==> src/sv/sorted_char_table_binary_search_core_macros.svh <==
// Assertion macros for the sorted character table search core.
// Expects i_clk and i_rst_n in the scope of each use.
`ifndef SORTED_CHAR_TABLE_BINARY_SEARCH_CORE_MACROS_SVH
`define SORTED_CHAR_TABLE_BINARY_SEARCH_CORE_MACROS_SVH

// Check that cons holds in the same cycle as ante.
`define SCBS_ASSERT_NOW(label, ante, cons, msg) \
    label: assert property (@(posedge i_clk) disable iff (!i_rst_n) (ante) |-> (cons)) \
        else $error(msg);

// Check that cons holds in the cycle after ante.
`define SCBS_ASSERT_NEXT(label, ante, cons, msg) \
    label: assert property (@(posedge i_clk) disable iff (!i_rst_n) (ante) |=> (cons)) \
        else $error(msg);

`endif

==> src/sv/scbs_pkg.sv <==
// Shared constants and controller/datapath command and status types for the sorted
// character table search core. No dependencies.
`default_nettype none

package scbs_pkg;

    localparam int DEPTH_DEF = 256;
    localparam int DATA_W    = 8;
    localparam int FUNC_W    = 2;
    localparam int POS_W     = 8;

    localparam logic [DATA_W-1:0] SPACE_CODE = 8'h20;

    localparam logic [FUNC_W-1:0] FUNC_LOAD   = 2'd0;
    localparam logic [FUNC_W-1:0] FUNC_SEARCH = 2'd1;
    localparam logic [FUNC_W-1:0] FUNC_CLEAR  = 2'd2;

    // Commands from controller to datapath
    typedef struct packed {
        logic ld_start;
        logic ld_read;
        logic ld_shift;
        logic ld_place;
        logic set_ovf;
        logic clear;
        logic sr_start;
        logic sr_read;
        logic sr_hit;
        logic sr_miss;
        logic sr_go_up;
        logic sr_go_down;
        logic out_load;
    } t_cmd;

    // Status from datapath to controller
    typedef struct packed {
        logic in_space;
        logic full;
        logic pos_zero;
        logic greater;
        logic sr_empty;
        logic sr_eq;
        logic sr_lt;
    } t_status;

endpackage

`default_nettype wire

==> src/sv/scbs_if.sv <==
// Handshake channel interfaces for the sorted character table search core.
// Depends on scbs_pkg for field widths.
`default_nettype none

interface scbs_in_if;
    logic                               valid;
    logic                               ready;
    logic [scbs_pkg::FUNC_W-1:0]        func;
    logic signed [scbs_pkg::DATA_W-1:0] char_value;

    modport source (output valid, output func, output char_value, input ready);
    modport sink   (input valid, input func, input char_value, output ready);
endinterface

interface scbs_out_if;
    logic                       valid;
    logic                       ready;
    logic                       found;
    logic [scbs_pkg::POS_W-1:0] position;
    logic                       overflowed;

    modport source (output valid, output found, output position, output overflowed,
                    input ready);
    modport sink   (input valid, input found, input position, input overflowed,
                    output ready);
endinterface

`default_nettype wire

==> src/sv/scbs_ram.sv <==
// Generic single write port, single read port RAM with registered read.
// No dependencies.
`default_nettype none

module scbs_ram #(
    parameter int WIDTH = 8,
    parameter int DEPTH = 256
) (
    input  wire logic                     i_clk,
    input  wire logic                     i_we,
    input  wire logic [$clog2(DEPTH)-1:0] i_waddr,
    input  wire logic [WIDTH-1:0]         i_wdata,
    input  wire logic                     i_re,
    input  wire logic [$clog2(DEPTH)-1:0] i_raddr,
    output logic      [WIDTH-1:0]         o_rdata
);

    logic [WIDTH-1:0] r_mem [DEPTH];

    // Write and registered read
    always_ff @(posedge i_clk) begin
        if (i_we) begin
            r_mem[i_waddr] <= i_wdata;
        end
        if (i_re) begin
            o_rdata <= r_mem[i_raddr];
        end
    end

endmodule

`default_nettype wire

==> src/sv/scbs_datapath.sv <==
// Datapath: table RAM, entry count, insertion pointer, search bounds,
// overflow flag and output word register. Depends on scbs_pkg, scbs_ram.
`default_nettype none

module scbs_datapath #(
    parameter int DEPTH = scbs_pkg::DEPTH_DEF
) (
    input  wire logic                               i_clk,
    input  wire logic                               i_rst_n,
    input  wire logic signed [scbs_pkg::DATA_W-1:0] i_char,
    input  wire scbs_pkg::t_cmd                     i_cmd,
    output scbs_pkg::t_status                       o_status,
    output logic                                    o_found,
    output logic             [scbs_pkg::POS_W-1:0]  o_position,
    output logic                                    o_overflowed
);

    localparam int AW = $clog2(DEPTH);
    localparam int CW = $clog2(DEPTH + 1);

    logic        [CW-1:0]               r_count;
    logic        [CW-1:0]               r_pos;
    logic        [CW-1:0]               r_lo;
    logic        [CW-1:0]               r_hp1;
    logic                               r_ovf;
    logic signed [scbs_pkg::DATA_W-1:0] r_char;
    logic                               r_hit;
    logic        [AW-1:0]               r_where;

    logic        [CW-1:0]               w_span;
    logic        [CW-1:0]               w_mid;
    logic        [scbs_pkg::DATA_W-1:0] w_rdata;
    logic signed [scbs_pkg::DATA_W-1:0] w_rval;
    logic        [AW-1:0]               w_raddr;
    logic                               w_we;

    // Midpoint of the inclusive range lo .. hp1-1, rounded down
    assign w_span = r_hp1 - r_lo - CW'(1);
    assign w_mid  = r_lo + (w_span >> 1);

    assign w_rval  = $signed(w_rdata);
    assign w_raddr = i_cmd.sr_read ? AW'(w_mid) : AW'(r_pos - CW'(1));
    assign w_we    = i_cmd.ld_shift | i_cmd.ld_place;

    scbs_ram #(
        .WIDTH (scbs_pkg::DATA_W),
        .DEPTH (DEPTH)
    ) u_ram (
        .i_clk   (i_clk),
        .i_we    (w_we),
        .i_waddr (AW'(r_pos)),
        .i_wdata (i_cmd.ld_place ? r_char : w_rdata),
        .i_re    (i_cmd.ld_read | i_cmd.sr_read),
        .i_raddr (w_raddr),
        .o_rdata (w_rdata)
    );

    // Status back to the controller
    always_comb begin
        o_status.in_space = (i_char == scbs_pkg::SPACE_CODE);
        o_status.full     = (r_count == CW'(DEPTH));
        o_status.pos_zero = (r_pos == '0);
        o_status.greater  = (w_rval > r_char);
        o_status.sr_empty = (r_lo >= r_hp1);
        o_status.sr_eq    = (w_rval == r_char);
        o_status.sr_lt    = (w_rval < r_char);
    end

    // Count and overflow flag
    always_ff @(posedge i_clk) begin
        if (!i_rst_n) begin
            r_count <= '0;
            r_ovf   <= 1'b0;
        end else begin
            if (i_cmd.clear) begin
                r_count <= '0;
                r_ovf   <= 1'b0;
            end else begin
                if (i_cmd.ld_place) begin
                    r_count <= r_count + CW'(1);
                end
                if (i_cmd.set_ovf) begin
                    r_ovf <= 1'b1;
                end
            end
        end
    end

    // Insertion pointer, search bounds and result
    always_ff @(posedge i_clk) begin
        if (i_cmd.ld_start || i_cmd.sr_start) begin
            r_char <= i_char;
        end
        if (i_cmd.ld_start) begin
            r_pos <= r_count;
        end else if (i_cmd.ld_shift) begin
            r_pos <= r_pos - CW'(1);
        end
        if (i_cmd.sr_start) begin
            r_lo  <= '0;
            r_hp1 <= r_count;
        end else if (i_cmd.sr_go_up) begin
            r_lo <= w_mid + CW'(1);
        end else if (i_cmd.sr_go_down) begin
            r_hp1 <= w_mid;
        end
        if (i_cmd.sr_hit) begin
            r_hit   <= 1'b1;
            r_where <= AW'(w_mid);
        end else if (i_cmd.sr_miss) begin
            r_hit   <= 1'b0;
            r_where <= '0;
        end
    end

    // Output word register
    always_ff @(posedge i_clk) begin
        if (i_cmd.out_load) begin
            o_found      <= r_hit;
            o_position   <= r_hit ? scbs_pkg::POS_W'(r_where) : '0;
            o_overflowed <= r_ovf;
        end
    end

endmodule

`default_nettype wire

==> src/sv/scbs_ctrl.sv <==
// Controller: sequences insertion shifts and binary search probes and owns
// the input ready and output valid. Depends on scbs_pkg and the macro header.
`default_nettype none
`include "sorted_char_table_binary_search_core_macros.svh"

module scbs_ctrl (
    input  wire logic                          i_clk,
    input  wire logic                          i_rst_n,
    input  wire logic                          i_in_valid,
    input  wire logic [scbs_pkg::FUNC_W-1:0]   i_func,
    output logic                               o_in_ready,
    output logic                               o_out_valid,
    input  wire logic                          i_out_ready,
    input  wire scbs_pkg::t_status             i_status,
    output scbs_pkg::t_cmd                     o_cmd
);

    localparam logic [2:0] ST_IDLE   = 3'd0;
    localparam logic [2:0] ST_LD_RD  = 3'd1;
    localparam logic [2:0] ST_LD_CMP = 3'd2;
    localparam logic [2:0] ST_SR_RD  = 3'd3;
    localparam logic [2:0] ST_SR_CMP = 3'd4;
    localparam logic [2:0] ST_SR_OUT = 3'd5;

    logic [2:0] r_state;
    logic [2:0] n_state;
    logic       r_out_valid;
    logic       n_out_valid;
    logic       w_out_free;

    // Accept a word only when idle and out of reset
    assign o_in_ready  = (r_state == ST_IDLE) && i_rst_n;
    assign o_out_valid = r_out_valid;
    assign w_out_free  = !r_out_valid || i_out_ready;

    // Next state and commands
    always_comb begin
        n_state = r_state;
        o_cmd   = '0;
        unique case (r_state)
            ST_IDLE: begin
                if (i_in_valid) begin
                    unique case (i_func)
                        scbs_pkg::FUNC_LOAD: begin
                            if (!i_status.in_space) begin
                                if (i_status.full) begin
                                    o_cmd.set_ovf = 1'b1;
                                end else begin
                                    o_cmd.ld_start = 1'b1;
                                    n_state        = ST_LD_RD;
                                end
                            end
                        end
                        scbs_pkg::FUNC_SEARCH: begin
                            o_cmd.sr_start = 1'b1;
                            n_state        = ST_SR_RD;
                        end
                        scbs_pkg::FUNC_CLEAR: begin
                            o_cmd.clear = 1'b1;
                        end
                        default: begin
                        end
                    endcase
                end
            end
            ST_LD_RD: begin
                if (i_status.pos_zero) begin
                    o_cmd.ld_place = 1'b1;
                    n_state        = ST_IDLE;
                end else begin
                    o_cmd.ld_read = 1'b1;
                    n_state       = ST_LD_CMP;
                end
            end
            ST_LD_CMP: begin
                if (i_status.greater) begin
                    o_cmd.ld_shift = 1'b1;
                    n_state        = ST_LD_RD;
                end else begin
                    o_cmd.ld_place = 1'b1;
                    n_state        = ST_IDLE;
                end
            end
            ST_SR_RD: begin
                if (i_status.sr_empty) begin
                    o_cmd.sr_miss = 1'b1;
                    n_state       = ST_SR_OUT;
                end else begin
                    o_cmd.sr_read = 1'b1;
                    n_state       = ST_SR_CMP;
                end
            end
            ST_SR_CMP: begin
                if (i_status.sr_eq) begin
                    o_cmd.sr_hit = 1'b1;
                    n_state      = ST_SR_OUT;
                end else begin
                    if (i_status.sr_lt) begin
                        o_cmd.sr_go_up = 1'b1;
                    end else begin
                        o_cmd.sr_go_down = 1'b1;
                    end
                    n_state = ST_SR_RD;
                end
            end
            ST_SR_OUT: begin
                if (w_out_free) begin
                    o_cmd.out_load = 1'b1;
                    n_state        = ST_IDLE;
                end
            end
            default: begin
                n_state = ST_IDLE;
            end
        endcase
    end

    // Hold output valid until the word is taken
    always_comb begin
        n_out_valid = r_out_valid;
        if (o_cmd.out_load) begin
            n_out_valid = 1'b1;
        end else if (i_out_ready) begin
            n_out_valid = 1'b0;
        end
    end

    always_ff @(posedge i_clk) begin
        if (!i_rst_n) begin
            r_state     <= ST_IDLE;
            r_out_valid <= 1'b0;
        end else begin
            r_state     <= n_state;
            r_out_valid <= n_out_valid;
        end
    end

    `SCBS_ASSERT_NOW(a_ld_cmp_after_rd, r_state == ST_LD_CMP, $past(r_state) == ST_LD_RD, "load compare without a read")
    `SCBS_ASSERT_NOW(a_sr_cmp_after_rd, r_state == ST_SR_CMP, $past(r_state) == ST_SR_RD, "search compare without a read")
    `SCBS_ASSERT_NEXT(a_out_load_valid, r_state == ST_SR_OUT && w_out_free, r_out_valid && r_state == ST_IDLE, "result word not presented")
    `SCBS_ASSERT_NOW(a_one_ram_op, o_cmd.ld_read || o_cmd.sr_read, !o_cmd.ld_shift && !o_cmd.ld_place, "read issued with a write")

endmodule

`default_nettype wire

==> src/sv/sorted_char_table_binary_search_core.sv <==
// Sorted character table with binary search.
// Input channel i_in carries one word: func (0 load, 1 search, 2 clear, 3 ignored)
// and a signed char_value. Output channel o_out carries found, position and the
// sticky overflowed flag; only a search produces an output word.
// A load drops a space character, sets overflowed when the table is full, and
// otherwise inserts the character after any equal entries by shifting larger
// entries up one place. Each shifted entry takes a RAM read, then a compare
// and write. A search is accepted, then probes the midpoint of the remaining
// range, each probe a read on the RAM read port then a compare, then finishes
// and loads the output word; the word appears as i_in.ready returns. Clear, a
// dropped load and code 3 are done without leaving idle. One item is in work at
// a time.
// The output word sits in a register; a stalled receiver does not block the next
// load or clear, and a following search waits for the register to empty.
// Reset empties the table and clears overflowed and the output valid at once;
// the table RAM holds no reset value and needs no clearing pass.
// Depends on scbs_pkg, the channel interfaces, scbs_ctrl and scbs_datapath.
`default_nettype none

module sorted_char_table_binary_search_core #(
    parameter int DEPTH = scbs_pkg::DEPTH_DEF
) (
    input  wire logic  i_clk,
    input  wire logic  i_rst_n,
    scbs_in_if.sink    i_in,
    scbs_out_if.source o_out
);

    scbs_pkg::t_cmd    w_cmd;
    scbs_pkg::t_status w_status;

    scbs_ctrl u_ctrl (
        .i_clk       (i_clk),
        .i_rst_n     (i_rst_n),
        .i_in_valid  (i_in.valid),
        .i_func      (i_in.func),
        .o_in_ready  (i_in.ready),
        .o_out_valid (o_out.valid),
        .i_out_ready (o_out.ready),
        .i_status    (w_status),
        .o_cmd       (w_cmd)
    );

    scbs_datapath #(
        .DEPTH (DEPTH)
    ) u_datapath (
        .i_clk        (i_clk),
        .i_rst_n      (i_rst_n),
        .i_char       (i_in.char_value),
        .i_cmd        (w_cmd),
        .o_status     (w_status),
        .o_found      (o_out.found),
        .o_position   (o_out.position),
        .o_overflowed (o_out.overflowed)
    );

endmodule

`default_nettype wire
==> src/flat_wrapper.sv <==
// flat-port wrapper written by rule: the top's interface ports become plain ports
module sorted_char_table_binary_search_core_flat 
#(
    parameter int DEPTH = scbs_pkg::DEPTH_DEF
)
  (i_clk, i_rst_n, i_in_valid, i_in_func, i_in_char_value, i_in_ready, o_out_valid, o_out_found, o_out_position, o_out_overflowed, o_out_ready);
  scbs_in_if i_in_i ();
  scbs_out_if o_out_i ();
  input  wire logic i_clk;
  input  wire logic i_rst_n;
  input wire logic [$bits(i_in_i.valid)-1:0] i_in_valid;
  input wire logic [$bits(i_in_i.func)-1:0] i_in_func;
  input wire logic [$bits(i_in_i.char_value)-1:0] i_in_char_value;
  output wire logic [$bits(i_in_i.ready)-1:0] i_in_ready;
  output wire logic [$bits(o_out_i.valid)-1:0] o_out_valid;
  output wire logic [$bits(o_out_i.found)-1:0] o_out_found;
  output wire logic [$bits(o_out_i.position)-1:0] o_out_position;
  output wire logic [$bits(o_out_i.overflowed)-1:0] o_out_overflowed;
  input wire logic [$bits(o_out_i.ready)-1:0] o_out_ready;
  assign i_in_i.valid = i_in_valid;
  assign i_in_i.func = i_in_func;
  assign i_in_i.char_value = i_in_char_value;
  assign i_in_ready = i_in_i.ready;
  assign o_out_valid = o_out_i.valid;
  assign o_out_found = o_out_i.found;
  assign o_out_position = o_out_i.position;
  assign o_out_overflowed = o_out_i.overflowed;
  assign o_out_i.ready = o_out_ready;
  sorted_char_table_binary_search_core #(.DEPTH(DEPTH)) u_core (.i_clk(i_clk), .i_rst_n(i_rst_n), .i_in(i_in_i), .o_out(o_out_i));
endmodule
==> config.mk <==
export PLATFORM = sky130hd
export DESIGN_NAME = sorted_char_table_binary_search_core_flat
export DESIGN_NICKNAME = d
export VERILOG_FILES = /design/src/sv/scbs_pkg.sv /design/src/sv/scbs_if.sv /design/src/sv/scbs_ram.sv /design/src/sv/scbs_datapath.sv /design/src/sv/scbs_ctrl.sv /design/src/sv/sorted_char_table_binary_search_core.sv /design/src/flat_wrapper.sv
export VERILOG_INCLUDE_DIRS = /design/src /design/src/sv
export SDC_FILE = /design/constraint.sdc
export NUM_CORES = 2
export LEC_CHECK = 0
export BUFFER_PORTS_ARGS = -buffer_cell sky130_fd_sc_hd__buf_2
export CELL_PAD_IN_SITES_DETAIL_PLACEMENT = 0
export CELL_PAD_IN_SITES_GLOBAL_PLACEMENT = 1
export CORE_UTILIZATION = 30
export DETAILED_ROUTE_END_ITERATION = 8
export GPL_TIMING_DRIVEN = 1
export PLACE_DENSITY_LB_ADDON = 0.1
export SYNTH_ARGS = -nofsm -noshare
export SYNTH_HDL_FRONTEND = slang
export SYNTH_SLANG_ARGS = --single-unit
==> constraint.sdc <==
create_clock -name i_clk -period 18 [get_ports i_clk]
set_input_delay 3.6 -clock i_clk [delete_from_list [all_inputs] [get_ports i_clk]]
set_output_delay 3.6 -clock i_clk [all_outputs]
set_load 0.01 [all_outputs]
## After elaboration in Yosys (flattened, before gate mapping)

Memories as Yosys holds them, arrays and structs flattened. A register that Yosys moved wholly into a read port is not among the register bits.
Index checks and enable logic that the tools add are counted.

| storage, ports and cells | value |
|---|---|
| input port bits | 14 |
| RAM bits | 2048 |
| register bits | 68 |
| output and inout bits | 12 |
| memories | 1 |

Memory list:

| name | depth | width | read ports | clocked after memory_dff | write ports | RTL line | text |
|---|---|---|---|---|---|---|---|
| u_core.u_datapath.u_ram.r_mem | 256 | 8 | 1 | 1 | 1 | scbs_ram.sv:18 | `logic [WIDTH-1:0] r_mem [DEPTH];` |

| cells by class | value |
|---|---|
| bitwise operators | 3 |
| mux-type cells | 54 |
| $add $sub $neg | 6 |
| reduce and logical (&&, ||, !) cells | 14 |
| equality and inequality tests | 16 |
| magnitude comparators | 3 |

Operators by type and width:

| cell | count |
|---|---|
| 9-bit two-way mux | 5 |
| 1-bit two-way mux | 32 |
| 8-bit two-way mux | 4 |
| 3-bit two-way mux | 7 |
| 9-bit by 1-bit adder with 9-bit output (second input constant) | 2 |
| 3-bit case mux with 6 select lines | 1 |
| 9-bit by 1-bit subtractor with 9-bit output (second input constant) | 2 |
| 9-bit by 8-bit adder with 9-bit output | 1 |
| 9-bit == test (second input constant) | 1 |
| 9-bit >= comparator | 1 |
| 9-bit logical NOT | 1 |
| 9-bit subtractor | 1 |
| 8-bit by 6-bit == test with 1-bit output (second input constant) | 1 |
| 8-bit == test | 1 |
| 8-bit > comparator | 1 |
| 8-bit < comparator | 1 |
| 2-bit nonzero test | 4 |
| 3-bit by 2-bit == test with 1-bit output (second input constant) | 2 |
| 3-bit == test (second input constant) | 2 |
| 2-bit two-way mux | 3 |
| 2-bit != test (second input constant) | 3 |
| 3-bit != test (second input constant) | 2 |
| 3-bit case mux with 2 select lines | 1 |
| 5-bit AND reduction | 1 |
| other kinds (14) | 16 |

## Depth between registers and ports, before layout

| logic depth | value |
|---|---|
| word-level depth | 8 |
| mapped depth | 22 |
| depth with buffers taken out | 20 |

## Hierarchy

From an unflattened synthesis, not the netlist that was laid out.

| second synthesis, totals | value |
|---|---|
| cells, all modules | 4180 |
| area total of the unflattened synthesis | 84070.6 µm² |

By module, submodules not included:

| module | area each (µm²) | instances | sequential area each (µm²) | cells an instance |
|---|---|---|---|---|
| scbs_ram | 79636.4 | 1 | 61739.2 | 3733 |
| scbs_datapath | 4012.6 | 1 | 1721.7 | 392 |
| scbs_ctrl | 421.7 | 1 | 80.1 | 55 |

## Least setup slack after synthesis

OpenSTA, ideal clock, no wires.

| timing | value |
|---|---|
| path type | register to register |
| from | register u_core.u_datapath.u_ram.o_rdata[1], read port of u_core.u_datapath.u_ram.r_mem |
| to | memory u_core.u_datapath.u_ram.r_mem[0][0] (data pin) |
| data arrival time | 11913 ps |
| library setup time | 2188 ps |
| path slack | 3899 ps |
| cell stages (with the launch flop) | 12 |
| path buffers | 1 |
| period minus slack after synthesis | 14101 ps |
| cell sequence | edfxtp_1 > ha_1 > nor2b_1 > o21a_1 > o21a_1 > o21a_1 > o21a_1 > o21ai_0 > a31oi_1 > a31oi_1 > buf_2 > o21ai_0 |

| on the way | value |
|---|---|
| word-level cells in the longest chain between the ends | 4 |

Ends and longest elaborated chain:

| item | RTL line | text |
|---|---|---|
| start, declared | scbs_ram.sv:15 | `output logic [WIDTH-1:0] o_rdata` |
| 8-bit > comparator | scbs_datapath.sv:63 | `o_status.greater = (w_rval > r_char);` |
| 1-bit two-way mux | scbs_ctrl.sv:76 | `if (i_status.greater) begin` |
| 1-bit case mux with 2 select lines | scbs_ctrl.sv:40 | `unique case (r_state)` |
| 8-bit two-way mux | scbs_datapath.sv:52 | `.i_wdata (i_cmd.ld_place ? r_char : w_rdata),` |
| net u_core.u_datapath.u_ram.i_wdata[0] | scbs_ram.sv:12 | `input wire logic [WIDTH-1:0] i_wdata,` |
| end, declared | scbs_ram.sv:18 |  |

The timed path passes the listed nets, and every way through them passes these cells.

## Worst setup path after layout

| timing | value |
|---|---|
| from | register u_core.u_datapath.r_lo[0] |
| to | register u_core.u_datapath.u_ram.o_rdata[4], read port of u_core.u_datapath.u_ram.r_mem (data pin) |

| on the way | value |
|---|---|
| word-level cells in the longest chain between the ends | 4 |

Ends and longest elaborated chain:

| item | RTL line | text |
|---|---|---|
| start, declared | scbs_datapath.sv:23 | `logic [CW-1:0] r_lo;` |
| start signal, assigned | scbs_datapath.sv:103 | `r_lo <= w_mid + CW'(1);` |
| 9-bit subtractor | scbs_datapath.sv:38 | `assign w_span = r_hp1 - r_lo - CW'(1);` |
| 9-bit by 1-bit subtractor with 9-bit output | scbs_datapath.sv:38 |  |
| 9-bit by 8-bit adder with 9-bit output * | scbs_datapath.sv:39 | `assign w_mid = r_lo + (w_span >> 1);` |
| net u_core.u_datapath.w_mid[0] | scbs_datapath.sv:31 | `logic [CW-1:0] w_mid;` |
| 8-bit two-way mux * | scbs_datapath.sv:42 | `assign w_raddr = i_cmd.sr_read ? AW'(w_mid) : AW'(r_pos - CW'(1));` |

Mark *: on every way through the listed nets, which the timed path passes. The rest lies on a longest branch.
A chain may end at the register's enable or synchronous reset.

==> results.md <==
- Status: finished, final reports clean
- P&R area growth vs syn: 13.9%
- Post-DP HPWL: 182000 µm
- Slew Viols, Final: 0
- Vias in the first global route: a little over 50000
- # hold bufs at CTS: 0
- CTS Sinks: 2124
- Final core utilization: 0.343
- Layout net count: 6324
- Ys Warns: 0
- Dominant synthesized flop cell: edfxtp_1
- Clock-pin slew of the registers on the worst-case setup and hold paths: 60 ps
- Most common cell after layout, fill and taps aside: edfxtp_1
- Worst-skew pair later-pin latency: between 900 and 1000 ps
- CTS tree: done
- Buffers added on ports: 25
- Met2 usage: 0.338
- Sequential element share of the synthesized area: 0.740
- RSZ-0062 raised after global routing: false
- Cell Chain, Critical Path: inv_1, ha_1, fa_1, ha_1, or3_1, or3_1, o22ai_4, buf_4, buf_4, buf_4, buf_4, mux2i_1, a32oi_1, nand4_1, nand4_1, a311oi_1, nand4_1
- Die area: 288000 µm²
- Min-delay worst type: register to register
- Clock Skews: 68.6 ps
- Worst Setup End Kind: register
- Syn Inst Count: around 6300
- Fin. Hold Viols: 0
- Io pins: 26
- Via count: approximately 52000
- Critical path buffers and inverters: 5
- CP arrival: 8260 ps
- Initial Util: 0.301
- Final wirelength: 303000 µm
- Cell area after synthesis: 85900 µm²
- VDD IR-drop max: 0.0850 mV
- Top cell family by delay on the critical path: buffers and inverters
- Commonest cells after routing, fill and taps aside: edfxtp_1, nand2_1, nand3_1, nor2_1, mux2i_1
- Global-route wire length before repair: 422000 µm
- DRC: 0
- Worst slew pin tran: between 1000 and 1500 ps
- Tot GR Track Use: 0.207
- CTS Buf Count: 244
- Slowest cell delay on critical path: 1150 ps
- Maximum number of pins on one net before global-route repair: approximately 160
- Share of cells above drive strength 1: 0.0885
- Post-cts sizing count: 0
- Grt peak-use layer: met2
- Routability cong.: 0.784
- Max-cap check violation count: 0
- Max_slew headroom: 0.0690
- CTS max path bufs: 4
- Critical Path RT: 18580 ps
- Grt ovf: 0
- Critical Path Source Type: register
- Lkg Pwr: 0.0322 µW
- Rows: 196
- Core Box Area: 285000 µm²
- Period utilization: 0.426
- Critical path class: register to register
- Pwr Density: 121 nW/µm²
- Post-route antenna net violation count: 0
- # Post-CTS Setup Buffers: 0
- Post-synth EDFFs: 2100
- Die Height: 537 µm
- Antenna violations before repair: 22
- Root buffer cell: clkbuf_16
- Initial DRC count: 4806
- CP Max Fanout: 67
- Top cell by count, worst path: buf_4
- Slowest CP cell: a311oi_1
- Die W: 537 µm
- # setup viols final: 0
- Asr flop ratio synth: 0
- Synth cell types: 72
- Mean routed wirelength per cell: about 30 µm
- Synthesis-stage register bit count: approximately 2100
- Tmin final: 7680 ps
- H-tree level count: 4
- GR Layer Usage met1: 0.292
- Pre-Repair DR Iteration Count: 6
- FMAX: 130 MHz
- Vias per inst: 5.11
- Syn_area_per_cell: 13.7 µm²
- Setup tns final: 0 ps
- Met3 Use GR: 0.0271
- Post-Syn Nets: 6318
## cells by family after synthesis
group	synth area share
mux	0.0407
simple gates	0.124
flops	0.740
compound gates	0.0614
fa+ha+maj	0.00615
xor+xnor	0.00347
buf+inv	0.0244
## cell type report
type	instances	area [µm²]
Fill cell	27700	187000
Antenna cell	4	10.0
Sequential cell	2124	63500
Tap cell	3762	4710
Timing Repair Buffer	151	1160
Clock inverter	139	1090
Multi-Input combinational cell	3680	20600
Inverter	68	255
Clock buffer	302	6410
## flip-flops by register name, summed over array words and instances, names as in the netlist, 3 cells and up
register	cells
u_core.u_datapath.u_ram.r_mem	2048
u_core.u_datapath.r_pos	9
u_core.u_datapath.r_lo	9
u_core.u_datapath.r_where	8
u_core.u_datapath.o_position	8
u_core.u_datapath.u_ram.o_rdata	8
u_core.u_ctrl.r_state	3
u_core.u_datapath.r_count	9
u_core.u_datapath.r_hp1	9
u_core.u_datapath.r_char	8
## layer usage
layer	part of all wire	up-vias
li1	-	23400
met1	0.46	27200
met2	0.47	1340
met3	0.047	368
met4	0.023	2
met5	0.000043	-
## worst paths after layout
path | startpoint | end | slack (ps) | cells after the start
min | u_core.u_datapath.r_ovf$_SDFFE_PP0P_ | u_core.u_datapath.o_overflowed$_DFFE_PP_ | 460 | 0
min reg2reg | u_core.u_datapath.r_ovf$_SDFFE_PP0P_ | u_core.u_datapath.o_overflowed$_DFFE_PP_ | 460 | 0
max reg2reg | u_core.u_datapath.r_lo[0]$_SDFFE_PP0P_ | u_core.u_datapath.u_ram.o_rdata[4]$_DFFE_PP_ | 10320 | 17
max | u_core.u_datapath.r_lo[0]$_SDFFE_PP0P_ | u_core.u_datapath.u_ram.o_rdata[4]$_DFFE_PP_ | 10320 | 17
## cell usage after synthesis, types with 13 or more instances
cell	n	share of area
nor2_1	335	0.015
buf_1	40	0.0017
a22oi_1	143	0.012
clkbuf_1	114	0.0050
ha_1	39	0.0057
nand4_1	114	0.0083
nor2_2	14	0.0010
a32oi_1	92	0.0094
a311oi_1	21	0.0021
o21ai_0	30	0.0017
a21oi_1	268	0.016
nand3_1	557	0.032
a31oi_1	59	0.0043
nor2b_1	13	0.00095
mux4_2	22	0.0058
nand2_1	1405	0.061
inv_1	68	0.0030
nor3_1	14	0.00082
edfxtp_1	2100	0.73
dfxtp_1	24	0.0056
mux2i_1	285	0.033
o31ai_1	15	0.0013
a211oi_1	69	0.0060
buf_2	214	0.012
xnor2_1	21	0.0021
buf_4	19	0.0017
xor2_1	13	0.0013
## power by group
group | internal, µW | leakage, µW | switching [µW]
Clock | 2720 | 0.00367 | 2050
Sequential | 5630 | 0.0191 | 21.3
Combinational | 307 | 0.00940 | 1070
## worst register-to-register path, cell delays in order, from the launching register on
cell and delay, ps:
dfxtp_1 350, inv_1 60, ha_1 230, fa_1 440, ha_1 340, or3_1 400
or3_1 410, o22ai_4 140, buf_4 580, buf_4 750, buf_4 740, buf_4 850
mux2i_1 310, a32oi_1 70, nand4_1 190, nand4_1 220, a311oi_1 1150, nand4_1 170
## through the flow
step	total power [µW]	hold WS, ps	instances	setup slack (ps)	instance area [µm²]
finish	11800	463	10200	10320	97800
global route	12200	483	10200	10150	97800
CTS	11900	477	10200	10370	97800
detailed placement	7150	466	9785	10370	90300
global placement	7150	475	9785	10340	90300
floorplan	6540	409	6263	3900	85900
No activity file was read; power rests on OpenSTA's default activity.
